===== src/design/rrc_pkg.sv =====
// ----------------------------------------------------------------------------
// rrc_pkg: shared types, constants and log table for range_remap_with_curve
// Holds the fixed-point formats, register indexes, item kinds and the
// interpolation table for the log10(1+9t) curve.
// ----------------------------------------------------------------------------
package rrc_pkg;

    // Fraction bits of the normalized ratio t; 1.0 is 2^T_FRAC_BITS.
    localparam int T_FRAC_BITS = 16;
    localparam int T_W         = T_FRAC_BITS + 1;
    // Log table segments (a power of two); the table holds one more point.
    localparam int LOG_TABLE_ENTRIES = 256;
    localparam int LOG_IDX_W         = $clog2(LOG_TABLE_ENTRIES);
    // Width of the Q16.16 sample, register and result words.
    localparam int Q_W = 32;
    // Fraction bits of the integer log2 used to build the table.
    localparam int LG_FRAC = 30;

    localparam logic [T_W-1:0] ONE_T = {1'b1, {T_FRAC_BITS{1'b0}}};

    // Queue between the front and back parts.
    localparam int FIFO_DEPTH = 4;
    localparam int FIFO_PTR_W = $clog2(FIFO_DEPTH);

    // Configuration register indexes.
    localparam int CFG_IDX_W = 3;
    localparam logic [CFG_IDX_W-1:0] REG_IN_LOW       = 3'd0;
    localparam logic [CFG_IDX_W-1:0] REG_IN_HIGH      = 3'd1;
    localparam logic [CFG_IDX_W-1:0] REG_OUT_LOW      = 3'd2;
    localparam logic [CFG_IDX_W-1:0] REG_OUT_HIGH     = 3'd3;
    localparam logic [CFG_IDX_W-1:0] REG_CURVE_SELECT = 3'd4;

    // Curve codes; the unused code behaves as linear.
    localparam logic [1:0] CURVE_LIN  = 2'd0;
    localparam logic [1:0] CURVE_SQRT = 2'd1;
    localparam logic [1:0] CURVE_LOG  = 2'd2;

    // How an item is resolved after classification.
    typedef enum logic [1:0] {
        KIND_NAN,   // sample not finite, result is out_low
        KIND_MID,   // degenerate input range, result is the output midpoint
        KIND_T,     // ratio clamped to 0 or 1, carried in num bit 0
        KIND_DIV    // ratio strictly inside (0,1), needs the divider
    } kind_t;

    typedef struct packed {
        logic signed [Q_W-1:0] in_low;
        logic signed [Q_W-1:0] in_high;
        logic signed [Q_W-1:0] out_low;
        logic signed [Q_W-1:0] out_high;
        logic [1:0]            curve;
    } cfg_t;

    typedef struct packed {
        kind_t          kind;
        logic [Q_W-1:0] num;
        logic [Q_W-1:0] den;
    } job_t;

    typedef struct packed {
        kind_t          kind;
        logic [T_W-1:0] t;
    } tval_t;

    typedef logic [T_W-1:0] log_rom_t [0:LOG_TABLE_ENTRIES];

    // log2 of y (Q.LG_FRAC, y >= 1) by repeated squaring, result Q.LG_FRAC.
    function automatic logic [63:0] fix_log2(input logic [63:0] y_in);
        logic [63:0] y;
        logic [63:0] res;
        logic [63:0] two;
        int          k;
        int          b;
        y   = y_in;
        res = 64'd0;
        two = 64'd2 << LG_FRAC;
        for (k = 0; k < 64; k++)
        begin
            if (y >= two)
            begin
                y   = y >> 1;
                res = res + (64'd1 << LG_FRAC);
            end
        end
        for (b = LG_FRAC - 1; b >= 0; b--)
        begin
            y = (y * y) >> LG_FRAC;
            if (y >= two)
            begin
                y   = y >> 1;
                res = res | (64'd1 << b);
            end
        end
        return res;
    endfunction

    // log2(10) in Q.LG_FRAC, the divisor that turns log2 into log10.
    localparam logic [63:0] LOG2_TEN = fix_log2(64'd10 << LG_FRAC);

    // Entry i is round(2^T_FRAC_BITS * log10(1 + 9 i / LOG_TABLE_ENTRIES)).
    function automatic log_rom_t build_log_rom();
        log_rom_t    rom;
        logic [63:0] num;
        logic [63:0] y;
        logic [63:0] l;
        logic [63:0] q;
        int          i;
        for (i = 0; i <= LOG_TABLE_ENTRIES; i++)
        begin
            num    = 64'(LOG_TABLE_ENTRIES) + 64'd9 * 64'(i);
            y      = (num << LG_FRAC) >> LOG_IDX_W;
            l      = fix_log2(y);
            q      = ((l << T_FRAC_BITS) + (LOG2_TEN >> 1)) / LOG2_TEN;
            rom[i] = q[T_W-1:0];
        end
        return rom;
    endfunction

    localparam log_rom_t LOG_ROM = build_log_rom();

endpackage


===== src/design/rrc_front.sv =====
// ----------------------------------------------------------------------------
// rrc_front: input stage
// Accepts a sample beat, forms the signed ratio terms and classifies the
// item before it enters the queue.
// ----------------------------------------------------------------------------
module rrc_front (
    input  logic                          clk,
    input  logic                          rst_n,
    input  logic                          in_valid,
    output logic                          in_stall,
    input  logic signed [rrc_pkg::Q_W-1:0] sample,
    input  logic                          sample_finite,
    input  rrc_pkg::cfg_t                 cfg,
    output logic                          job_valid,
    output rrc_pkg::job_t                 job,
    input  logic                          job_full
);

    logic                    valid_reg;
    rrc_pkg::job_t           job_reg;
    rrc_pkg::job_t           job_next;
    logic signed [rrc_pkg::Q_W:0] num_s;
    logic signed [rrc_pkg::Q_W:0] den_s;
    logic signed [rrc_pkg::Q_W:0] num_a;
    logic signed [rrc_pkg::Q_W:0] den_a;
    logic                    load;

    assign in_stall  = valid_reg && job_full;
    assign load      = in_valid && !in_stall;
    assign job_valid = valid_reg;
    assign job       = job_reg;

    always_comb
    begin
        num_s = $signed({sample[rrc_pkg::Q_W-1], sample})
              - $signed({cfg.in_low[rrc_pkg::Q_W-1], cfg.in_low});
        den_s = $signed({cfg.in_high[rrc_pkg::Q_W-1], cfg.in_high})
              - $signed({cfg.in_low[rrc_pkg::Q_W-1], cfg.in_low});
        // A reversed range flips both signs so the divisor is positive.
        num_a = den_s[rrc_pkg::Q_W] ? -num_s : num_s;
        den_a = den_s[rrc_pkg::Q_W] ? -den_s : den_s;
        job_next.num = num_a[rrc_pkg::Q_W-1:0];
        job_next.den = den_a[rrc_pkg::Q_W-1:0];
        if (!sample_finite)
        begin
            job_next.kind = rrc_pkg::KIND_NAN;
        end
        else if (cfg.in_low == cfg.in_high)
        begin
            job_next.kind = rrc_pkg::KIND_MID;
        end
        else if (num_a[rrc_pkg::Q_W] || (num_a == '0))
        begin
            job_next.kind = rrc_pkg::KIND_T;
            job_next.num  = '0;
        end
        else if (num_a >= den_a)
        begin
            job_next.kind = rrc_pkg::KIND_T;
            job_next.num  = {{(rrc_pkg::Q_W-1){1'b0}}, 1'b1};
        end
        else
        begin
            job_next.kind = rrc_pkg::KIND_DIV;
        end
    end

    always_ff @(posedge clk or negedge rst_n)
    begin
        if (!rst_n)
        begin
            valid_reg <= 1'b0;
        end
        else if (!in_stall)
        begin
            valid_reg <= in_valid;
        end
    end

    always_ff @(posedge clk)
    begin
        if (load)
        begin
            job_reg <= job_next;
        end
    end

endmodule


===== config.mk =====
export PLATFORM = sky130hd
export DESIGN_NAME = rrc_front
export DESIGN_NICKNAME = d
export VERILOG_FILES = /design/src/design/rrc_pkg.sv /design/src/design/rrc_front.sv
export SDC_FILE = /design/constraint.sdc
export NUM_CORES = 1
export LEC_CHECK = 0
export BUFFER_PORTS_ARGS = -buffer_cell sky130_fd_sc_hd__buf_2
export CORE_MARGIN = 4
export CORE_UTILIZATION = 55
export DETAILED_ROUTE_END_ITERATION = 12
export PLACE_DENSITY = 0.83
export SYNTH_ARGS = -nofsm -noshare
export SYNTH_HDL_FRONTEND = slang
export SYNTH_SLANG_ARGS = --single-unit

===== constraint.sdc =====
create_clock -name clk -period 8.35 [get_ports clk]
set_input_delay 1.2525 -clock clk [delete_from_list [all_inputs] [get_ports clk]]
set_output_delay 1.2525 -clock clk [all_outputs]
set_load 0.02 [all_outputs]

======== Word-level counts from Yosys, hierarchy flattened ========
Cells that the tools add are included.
word-level totals
  output and inout port bits .............. 68
  register bits ........................... 67
cells by class
  add/subtract/negate cells ............... 4
  magnitude comparators ................... 1
  eq/ne operators ......................... 1
  bitwise gates (word level) .............. 1
  mux-type cells .......................... 8
  reduce and logical (&&, ||, !) cells .... 6
operator list
  cell                                number
  two-way mux 33 bit                  3
  two-way mux 32 bit                  3
  negator 33 bit                      2
  subtractor 32 x 32 -> 33 bit        2
  greater-or-equal comparator 33 bit  1
  zero test 33 bit                    1
  equality test 32 bit                1
  logical AND 1 bit                   2
  two-way mux 1 bit                   2
  OR reduction 2 bit                  1
  zero test 1 bit                     1
  logical OR 1 bit                    1
  inverter 1 bit                      1

======== Depth between registers and ports, before layout ========
Gate-level depths: netlist (run 1).
  depth after elaboration ................. 8
  gate-level depth with buffers ........... 31
  mapped depth without buffers ............ 29

======== Least setup slack after synthesis (run 1) ========
No wires, ideal clock.
  path kind ............................... input port to flip-flop
  start point ............................. input cfg[66] (netlist name)
  end point ............................... register job_reg, in the netlist job[36], data pin
  cell stages on the path ................. 26
  buffers on the path ..................... 1
  required time ........................... 8.208 ns
  data arrival time ....................... 6.942 ns
  setup slack ............................. 1.266 ns
  path through ............................ inv_1 > ha_1 > inv_1 > fa_1 > a211oi_2 > o21ai_2 > xor2_1 > a2111o_1 > a2111o_1 > or3b_4 > or3_1 > o41ai_1 > xor2_1 > ha_1 > a21o_1 > a21o_1 > a21o_1 > a21o_1 > a21o_1 > a21o_1 > a21o_1 > a211o_1 > o21ai_4 > nand2_4 > buf_6 > o21ai_2
RTL lines
  item                  RTL line         text
  start, declared       rrc_front.sv:13  input rrc_pkg::cfg_t cfg,
  end signal, assigned  rrc_front.sv:84  job_reg <= job_next;
  end, declared         rrc_front.sv:20  rrc_pkg::job_t job_reg;

==> summary.md, run 1 <==
| Metric | Value |
|---|---|
| Maximum root-to-sink buffer count | `2` |
| GRT Util Overall | `between 20% and 30%` |
| Int Pwr | `1.18 mW` |
| Clk slew on worst S/H paths | `~0.050 ns` |
| Final #Nets | `1618` |
| GRT Residual Overflow | `0` |
| Synth top area share | `20.7%` |
| Top-level I/O count | `~240` |
| H-Tree Depth | `3` |
| P_leak | `between 4 and 5 nW` |
| Post-DP HPWL | `22.5 mm` |
| Sequential cell area | `0.00201 mm²` |
| Cell taking the most area after synthesis | `edfxtp_1` |
| CTS tree | `done` |
| Worst hold path type | `input pin to asynchronous set/reset pin` |
| Global placer's final weighted congestion | `0.907` |
| Buf/Inv on CP | `3` |
| Largest register FFs | `66` |
| Pin slew with the least headroom to its limit | `a little under 1 ns` |
| Starting DRT DRC Count | `912` |
| Clock Latency Late Sink | `approximately 0.32 ns` |
| R2r endpoint | `job[34]` |
| Multi-input logic area | `0.00700 mm²` |
| Antenna diodes | `0` |
| Initial Util | `between 50% and 60%` |
| CTS root buffer | `clkbuf_16` |
| Max-cap violations | `0` |
| FF-to-FF path depth | `3` |
| Syn nets | `around 1500` |
| DIE AREA | `0.0196 mm²` |
| Power share of the clock group | `14.3%` |
| Clock Skew | `between 0.007 and 0.008 ns` |
| Post-synth cell types | `roughly 90` |
| Final Cycle Share | `~92%` |
| Crit path largest cell delay | `approximately 0.47 ns` |
| Synth Flop Type | `edfxtp_1` |
| Fillers | `1451` |
| Post-synth top cells | `132 x nand2_1, 97 x ha_1, 93 x inv_1` |
| Hold Buf Count CTS | `0` |
| Core ar. | `around 0.017 mm²` |
| Post-synthesis cell area | `~0.0096 mm²` |
| Min Clock Period, post-route | `between 7 and 8 ns` |
| Worst path required time | `~8.5 ns` |
| Post-DR vias/cell | `approximately 6.3` |
| CP dominant cell by count | `a21o_1` |
| Sw Share | `~46%` |
| Post-Synthesis Cells | `roughly 1200` |
| Num Clock Sinks | `67` |
| Antenna viol nets, final | `0` |
| CTS resizes | `0` |
| Row cnt | `47` |
| CP top delay family | `compound AO/OA/AOI/OAI gates` |
| Final non-filler cell total | `1575` |
| Seq cells post-synth | `67` |
| Power per cell area | `~200 mW/mm²` |
| Area grow syn2layout | `13.1%` |
| Setup CP Type | `input pin to flip-flop` |
| Die W | `about 140 µm` |
| Sequential-to-total area share from yosys stat | `between 20% and 30%` |
| CP Data Arrival Time | `around 7.9 ns` |
| Final setup viols | `0` |
| EDFF count, synth | `66` |
| Share of cells above drive strength 1 | `18.2%` |
| Antenna violations before repair | `0` |
| Routed WL per cell | `17.2 µm` |
| Top post-synthesis cells by area | `edfxtp_1 21%, ha_1 13%, xnor2_1 6.1%, nand2_1 5.2%, a21oi_1 4.4%` |
| Vias in the first global route | `9000` |
| Sw power | `1.02 mW` |
| Reg power frac | `between 20% and 30%` |
| Hold_ws | `between 0.6 and 0.7 ns` |
| CP max FO | `23` |
| Placed cell count | `1561` |
| Pins Over Slew Limit | `0` |
| Drt first pass iters | `6` |
| CTS Buf Count | `9` |
| Worst ir drop on vdd | `between 0.00015 and 0.0002 V` |
| Final WL | `27.0 mm` |
| Port Buffer Count | `between 150 and 200` |
| CP startpoint | `cfg[66]` |
| Max Clock Freq | `about 0.13 GHz` |
| DR DRC count | `0` |
| Critical Path Start Type | `input pin` |
| Slowest cell on crit path | `or3_1` |
| Relative slew slack | `between 30% and 40%` |
| Die Y | `approximately 140 µm` |
| Count leader, synth | `nand2_1` |
| Critical R2R Launch | `job_valid` |
| FFs w/ async S/R, synth | `under 10%` |
| YS warnings | `0` |
| RSZ-0062 raised after global routing | `false` |
| Largest net degree at the start of global routing | `67` |
| Final Hold Vio Count | `0` |
| Combinational power share | `roughly 64%` |
| Post-CTS Setup Bufs | `0` |
| Run status | `finished, final reports clean` |
| Synthesized area per cell | `7.91 µm²` |
| Total Neg Setup Slack | `0 ns` |
| CP endpoint kind | `flip-flop` |
| FF-to-FF setup slack | `~6.6 ns` |
| Global-route wire length before repair | `between 40 and 50 mm` |
| Vias | `9873` |
kinds of logic after synthesis:
| kind of cell | after synthesis | share of synthesized area (%) |
|---|---|---|
| and+or+nand+nor | 406 | 21.3 |
| AOI/OAI and AO/OA | 377 | 27.6 |
| buffers and inverters | 141 | 5.93 |
| xor gates and xnor gates | 110 | 10.2 |
| adders and majority gates | 100 | 13.2 |
| DFF | 67 | 21.0 |
| muxes | 8 | 0.838 |
metal layers:
layer / vias up / routed length [µm] / share of wire (%) / track usage, %
met2: 463 / 12500 / 46 / 44.3
met3: 51 / 2160 / 8.0 / 3.09
li1: 4761 / - / - / -
met5: - / 0 / 0 / 0
met4: 0 / 639 / 2.4 / 7.29
met1: 4598 / 11700 / 43 / 36.1
metrics by stage:
stage | util, % | setup slack [ns] | cell area (µm²) | power (mW)
finish | 64.3 | 0.641 | 10800 | 2.20
global route | 64.3 | 0.344 | 10800 | 2.37
CTS | 64.3 | 0.697 | 10800 | 2.19
detailed placement | 62.8 | 0.399 | 10600 | 1.86
global placement | 62.8 | 0.515 | 10600 | 1.81
floorplan | - | 1.27 | 9560 | 1.53
layout by cell type, fill, tap and decap left out, types with 12 or more instances in the layout:
cell	instances
nor3_1	32
inv_1	93
nor2_1	73
ha_1	97
o21ai_0	74
buf_2	168
a211oi_1	16
nand3_1	30
a31oi_1	18
edfxtp_1	66
o21ai_2	22
nand4_1	25
nand2b_1	15
xnor2_1	66
xor2_1	42
or3_1	15
buf_4	12
a21o_1	38
a21oi_1	84
nand2_1	132
layout make-up:
class / count / share of cell area, %
multi-input cells: 1001 / 64.7
flip-flops and latches: 67 / 18.6
repair buffers: 180 / 8.61
inverters: 93 / 3.23
well taps: 220 / 2.55
clock buffers: 10 / 2.12
clock inverters: 4 / 0.185
power groups by stage:
stage | Clock (mW) | Sequential [mW] | Combinational (mW)
finish | 0.316 | 0.486 | 1.40
global route | 0.339 | 0.492 | 1.53
CTS | 0.320 | 0.487 | 1.38
detailed placement | 0 | 0.492 | 1.37
global placement | 0 | 0.490 | 1.32
floorplan | 0 | 0.571 | 0.956
worst max path at each step:
stage	end	slack, ns	cells after the start
3_3_place_gp	job[33]	0.52	26
2_1_floorplan	job[36]	1.27	26
4_1_cts	job[35]	0.70	26
3_5_place_dp	job[35]	0.40	26
6_report	job[35]	0.64	26
5_1_grt	job[35]	0.34	28
Power figures use the tool's default switching activity.
==> run 2: changes to the inputs <==
- CORE_UTILIZATION: 55 -> 51
- PLACE_DENSITY: 0.83 -> 0.81
- clock period: 8.35 -> 6.4 ns (I/O delays scaled with it)
==> run 2 against run 1 <==
  * The run now ends with setup timing left
  * Non-clock buffer count up 279
  * Die area grew 7.4%
  * Combinational power up 72%
  * Critical path type unchanged
==> summary.md, run 2 (synthesized netlist as in run 1, its figures left out) <==
| Metric | Value |
|---|---|
| Clock Latency Late Sink | `0.33 ns (about the same)` |
| Final WL | `31.7 mm (+17%)` |
| R2r endpoint | `job[3]` |
| RSZ-0062 raised after global routing | `true` |
| Core ar. | `0.0182 mm² (+8.3%)` |
| Design Power | `3.62 mW (+64%)` |
| Worst setup margin | `-0.221 ns (-0.862 ns)` |
| Max Clock Freq | `between 0.15 and 0.2 GHz` |
| CP endpoint kind | `flip-flop` |
| FF-to-FF path depth | `3 (unchanged)` |
| Power per cell area | `273 mW/mm² (+34%)` |
| Initial Util | `52.5% (-4.3 points)` |
| Antenna violations before repair | `0 (unchanged)` |
| Num Clock Sinks | `67 (unchanged)` |
| CP Data Arrival Time | `6.80 ns (-1.05 ns)` |
| DR DRC count | `0 (unchanged)` |
| DIE AREA | `0.0210 mm² (+7.4%)` |
| Post-DP HPWL | `25.9 mm (+15%)` |
| GRT Residual Overflow | `0 (unchanged)` |
| Max-cap violations | `0 (unchanged)` |
| Final non-filler cell total | `1866 (+18%)` |
| Slowest cell on crit path | `or4_4` |
| Row cnt | `49 (+4.3%)` |
| Drt first pass iters | `6 (unchanged)` |
| P_leak | `6.27 nW (+30%)` |
| CP dominant cell by count | `a21o_1` |
| Violated checks | `setup timing` |
| Vias in the first global route | `10400 (+15%)` |
| Pins Over Slew Limit | `0 (unchanged)` |
| Worst ir drop on vdd | `0.000146 V (-11%)` |
| Worst hold path type | `input pin to asynchronous set/reset pin` |
| Vias | `11000 (+12%)` |
| Die Y | `145 µm (+3.6%)` |
| Port Buffer Count | `168 (unchanged)` |
| Clk slew on worst S/H paths | `0.06 ns (about the same)` |
| Clock Skew | `0.00773 ns (+0.0000371 ns)` |
| Hold Buf Count CTS | `0 (unchanged)` |
| Area grow syn2layout | `38.8%` |
| Setup CP Type | `input pin to flip-flop` |
| Final #Nets | `1898 (+17%)` |
| Starting DRT DRC Count | `929 (+1.9%)` |
| Relative slew slack | `37.9% (+4.4 points)` |
| CTS Buf Count | `9 (unchanged)` |
| Hold_ws | `0.389 ns (-0.309 ns)` |
| Pin slew with the least headroom to its limit | `0.931 ns (-0.0593 ns)` |
| Fillers | `1353 (-6.8%)` |
| CP max FO | `8 (-65%)` |
| Commonest non-fill, non-tap cell in the layout | `buf_4` |
| Die W | `145 µm (+3.6%)` |
| Crit path largest cell delay | `0.59 ns (+0.12 ns)` |
| Final Hold Vio Count | `0 (unchanged)` |
| Critical R2R Launch | `job_valid` |
| GRT Util Overall | `29.1% (+2.6 points)` |
| Worst path required time | `6.57 ns (-1.92 ns)` |
| Global placer's final weighted congestion | `0.973 (+7.4%)` |
| Share of cells above drive strength 1 | `34.1% (+16 points)` |
| CTS tree | `done` |
| H-Tree Depth | `3 (unchanged)` |
| Commonest cells after routing, fill and taps aside | `281 x buf_4, 167 x buf_2, 132 x nand2_1` |
| Antenna viol nets, final | `0 (unchanged)` |
| Largest net degree at the start of global routing | `67 (unchanged)` |
| FF-to-FF setup slack | `4.67 ns (-1.97 ns)` |
| Maximum root-to-sink buffer count | `2 (unchanged)` |
| Min Clock Period, post-route | `about 6.6 ns` |
| Final setup viols | `33 (+33)` |
| Placed cell count | `1830 (+17%)` |
| Global-route wire length before repair | `49.7 mm (+15%)` |
| Critical Path Start Type | `input pin` |
| Pre-CTS setup slack | `-0.599 ns (-0.998 ns)` |
| Final Cycle Share | `103%` |
| CTS root buffer | `clkbuf_16` |
| Top-level I/O count | `235 (unchanged)` |
| Run status | `finished, violations left` |
| Post-DR vias/cell | `5.91 (-5.8%)` |
| Largest register FFs | `66 (unchanged)` |
| Antenna diodes | `0 (unchanged)` |
| Routed WL per cell | `17.0 µm (-1.1%)` |
[run 2: changes by cell type in the layout (fill, tap and decap cells not counted), sizes merged]
cell    before  now
bufinv       0    3
nand2      133  134
clkinv       3    2
buf        180  459
[run 2: metal layers]
metal	global-route usage, %	vias up	part of all wire (%)
met3	2.14	75	7.5
met2	49.0	494	47
li1	-	5315	-
met4	9.62	0	3.1
met5	0	-	0
met1	39.5	5137	43
[run 2: where the power goes]
group	switching [mW]	internal [mW]	leakage, nW	total, mW
combinational	1.34	1.07	5.46	2.41
sequential	0.0178	0.614	0.646	0.631
clock	0.182	0.391	0.169	0.574
total	1.54	2.08	6.27	3.62
[run 2: what timing repair did]
item                       CTS  global route
setup buffers               17             2
gates cloned                 1             0
pin swaps                   22             9
setup endpoints to repair   33            33
resized for setup           26            19
[run 2: area by class of cell]
cell class	instances	area [µm²]	area share (%)
sequential	67	2010	15.1
clock inverter	6	111	0.839
tap	229	287	2.16
multi-input combinational	1002	7190	54.2
inverter	93	357	2.69
clock buffer	10	239	1.80
timing repair buffer	459	3080	23.2
[run 2: critical path, delay by kind of cell]
kind	cells	cell delay, ns
compound gates	16	3.07
fa+ha+maj	3	0.87
buf+inv	5	0.46
simple gates	3	1.13
xor+xnor	1	0.28
[run 2: stage by stage]
stage                     area (µm²)  utilization (%)  TNS (ns)
after global placement         12600             69.1    -12.52
after CTS                      13200             72.3     -1.56
after detailed placement       12600             69.1    -16.17
after global routing           13300             72.9    -11.46
after floorplan                 9620                -         0
final                          13300             72.9     -5.60
[run 2: worst max path at each step]
stage / start / endpoint / slack [ns] / cells past startpoint
after floorplan: sample[0] / job[36] / 0.0002 / 28
after global placement: cfg[66] / job[37] / -0.46 / 27
after detailed placement: cfg[66] / job[52] / -0.60 / 27
after CTS: cfg[66] / job[52] / -0.11 / 27
after global routing: sample[0] / job[48] / -0.40 / 29
final: sample[0] / job[63] / -0.22 / 28
==> run 3: changes to the inputs <==
==> constraint.sdc (replaced) <==
create_clock -name clk -period 6.4 [get_ports clk]
set_input_delay 0.64 -clock clk [delete_from_list [all_inputs] [get_ports clk]]
set_output_delay 0.64 -clock clk [all_outputs]
set_load 0.02 [all_outputs]
==> run 3 against run 2 <==
  * The flow still finishes with violations (setup timing)
  * Clock skew shrank 0.0012 ns
  * Highest routed layer unchanged
  * Design area shrank 5.9%
  * Via count shrank 2.9%
  * Critical path type unchanged
==> summary.md, run 3 (synthesized netlist as in run 1, its figures left out) <==
| Metric | Value |
|---|---|
| Final setup viols | `10 (-70%)` |
| H-Tree Depth | `3 (unchanged)` |
| Final #Nets | `1801 (-5.1%)` |
| Starting DRT DRC Count | `975 (+5.0%)` |
| FF-to-FF path depth | `3 (unchanged)` |
| Antenna violations before repair | `0 (unchanged)` |
| CTS Buf Count | `9 (unchanged)` |
| DIE AREA | `0.0210 mm² (unchanged)` |
| FF-to-FF setup slack | `4.68 ns (about the same)` |
| Num Clock Sinks | `67 (unchanged)` |
| Max Clock Freq | `0.155 GHz (+2.7%)` |
| DR DRC count | `0 (unchanged)` |
| GRT Residual Overflow | `0 (unchanged)` |
| Share of cells above drive strength 1 | `29.3% (-4.8 points)` |
| Maximum root-to-sink buffer count | `2 (unchanged)` |
| Commonest cells after routing, fill and taps aside | `181 x buf_4, 167 x buf_2, 132 x nand2_1` |
| P_leak | `5.78 nW (-7.8%)` |
| Clock Skew | `0.00653 ns (-0.00120 ns)` |
| Power per cell area | `274 mW/mm² (+0.35%)` |
| Top-level I/O count | `235 (unchanged)` |
| Antenna viol nets, final | `0 (unchanged)` |
| Port Buffer Count | `168 (unchanged)` |
| Final Cycle Share | `101% (-2.8 points)` |
| Hold Buf Count CTS | `0 (unchanged)` |
| Drt first pass iters | `8 (+2)` |
| Run status | `finished, violations left` |
| Vias in the first global route | `9781 (-5.5%)` |
| Largest register FFs | `66 (unchanged)` |
| GRT Util Overall | `27.9% (-1.1 points)` |
| Core ar. | `0.0182 mm² (unchanged)` |
| Final Hold Vio Count | `0 (unchanged)` |
| Worst ir drop on vdd | `0.000129 V (-12%)` |
| Pins Over Slew Limit | `0 (unchanged)` |
| Hold_ws | `0.0766 ns (-0.312 ns)` |
| Die W | `145 µm (unchanged)` |
| Post-DR vias/cell | `6.05 (+2.5%)` |
| Pin slew with the least headroom to its limit | `0.989 ns (+0.0574 ns)` |
| Worst path required time | `6.47 ns (-0.10 ns)` |
| Routed WL per cell | `17.7 µm (+4.0%)` |
| CP Data Arrival Time | `6.52 ns (-0.28 ns)` |
| Clk slew on worst S/H paths | `0.05 ns (about the same)` |
| Initial Util | `52.5% (unchanged)` |
| Area grow syn2layout | `30.6%` |
| Worst hold path type | `input pin to asynchronous set/reset pin` |
| CP endpoint kind | `flip-flop` |
| RSZ-0062 raised after global routing | `true` |
| Antenna diodes | `0 (unchanged)` |
| Max-cap violations | `0 (unchanged)` |
| Vias | `10700 (-2.9%)` |
| Min Clock Period, post-route | `6.45 ns (-0.176 ns)` |
| Die Y | `145 µm (unchanged)` |
| CP max FO | `4 (-4)` |
| Final non-filler cell total | `1769 (-5.2%)` |
| Crit path largest cell delay | `0.59 ns (about the same)` |
| Relative slew slack | `33.7% (-4.2 points)` |
| Critical Path Start Type | `input pin` |
| Row cnt | `49 (unchanged)` |
| Critical R2R Launch | `job_valid` |
| CTS tree | `done` |
| Worst setup margin | `-0.0451 ns (+0.176 ns)` |
| Global-route wire length before repair | `47.3 mm (-4.9%)` |
| Final WL | `31.2 mm (-1.4%)` |
| R2r endpoint | `job[11]` |
| Commonest non-fill, non-tap cell in the layout | `buf_4` |
| Setup CP Type | `input pin to flip-flop` |
| Violated checks | `setup timing` |
| Largest net degree at the start of global routing | `67 (unchanged)` |
| Dpl cell area | `0.0119 mm² (-5.8%)` |
| Slowest cell on crit path | `or4_4` |
| Placed cell count | `1736 (-5.1%)` |
| Design Power | `3.41 mW (-5.6%)` |
| CTS root buffer | `clkbuf_16` |
| Global placer's final weighted congestion | `0.985 (+1.2%)` |
| Clock Latency Late Sink | `0.33 ns (about the same)` |
| Post-DP HPWL | `25.4 mm (-2.0%)` |
| Final Instance Area | `0.0125 mm² (-5.9%)` |
| CP dominant cell by count | `a21o_1` |
run 3: worst max-delay path by stage:
stage	from	endpoint	slack, ns	cells after the start
after global routing	cfg[98]	job[32]	-0.25	30
after floorplan	cfg[66]	job[36]	0.005	26
after global placement	cfg[66]	job[42]	-0.37	27
after CTS	cfg[98]	job[32]	0.003	29
after detailed placement	cfg[66]	job[38]	-0.56	27
final	cfg[98]	job[32]	-0.05	30
run 3: repair_timing:
item | CTS | global route
endpoints found under the setup margin | 33 | 33
pin swaps | 10 | 46
buffers inserted | 10 | 6
gates cloned | 1 | 0
resized for setup | 10 | 32
run 3: power breakdown:
part / leakage (nW) / switching [mW] / total, mW / internal, mW
sequential: 0.646 / 0.0188 / 0.633 / 0.614
combinational: 5.01 / 1.32 / 2.31 / 0.987
clock: 0.131 / 0.175 / 0.472 / 0.297
total: 5.78 / 1.52 / 3.41 / 1.90
run 3: routing by layer:
metal	vias up	GRT usage (%)	share of wire [%]
met5	-	0	0
met4	0	11.2	3.7
met3	93	2.43	7.3
met2	506	45.8	47
met1	4965	38.1	42
li1	5142	-	-
run 3: stage by stage:
step | setup slack (ns) | util (%) | TNS (ns)
6_report | -0.0451 | 68.5 | -0.126
5_1_grt | -0.251 | 68.5 | -6.39
4_1_cts | 0.00307 | 67.5 | 0
3_5_place_dp | -0.559 | 65.1 | -15.31
3_3_place_gp | -0.365 | 65.1 | -9.93
2_1_floorplan | 0.00536 | - | 0
run 3: cell type report:
cell class	instances	area (µm²)
multi-input combinational	1002	7160
fill	1464	5730
timing repair buffer	362	2390
sequential	67	2010
inverter	93	354
tap	229	287
clock buffer	10	229
clock inverter	6	56.3
run 3: critical path: cells and delay by family:
family | cells | cell delay, ns
simple gates | 2 | 0.94
compound gates | 18 | 3.15
fa+ha+maj | 3 | 0.87
xor+xnor | 1 | 0.27
buf+inv | 6 | 0.62
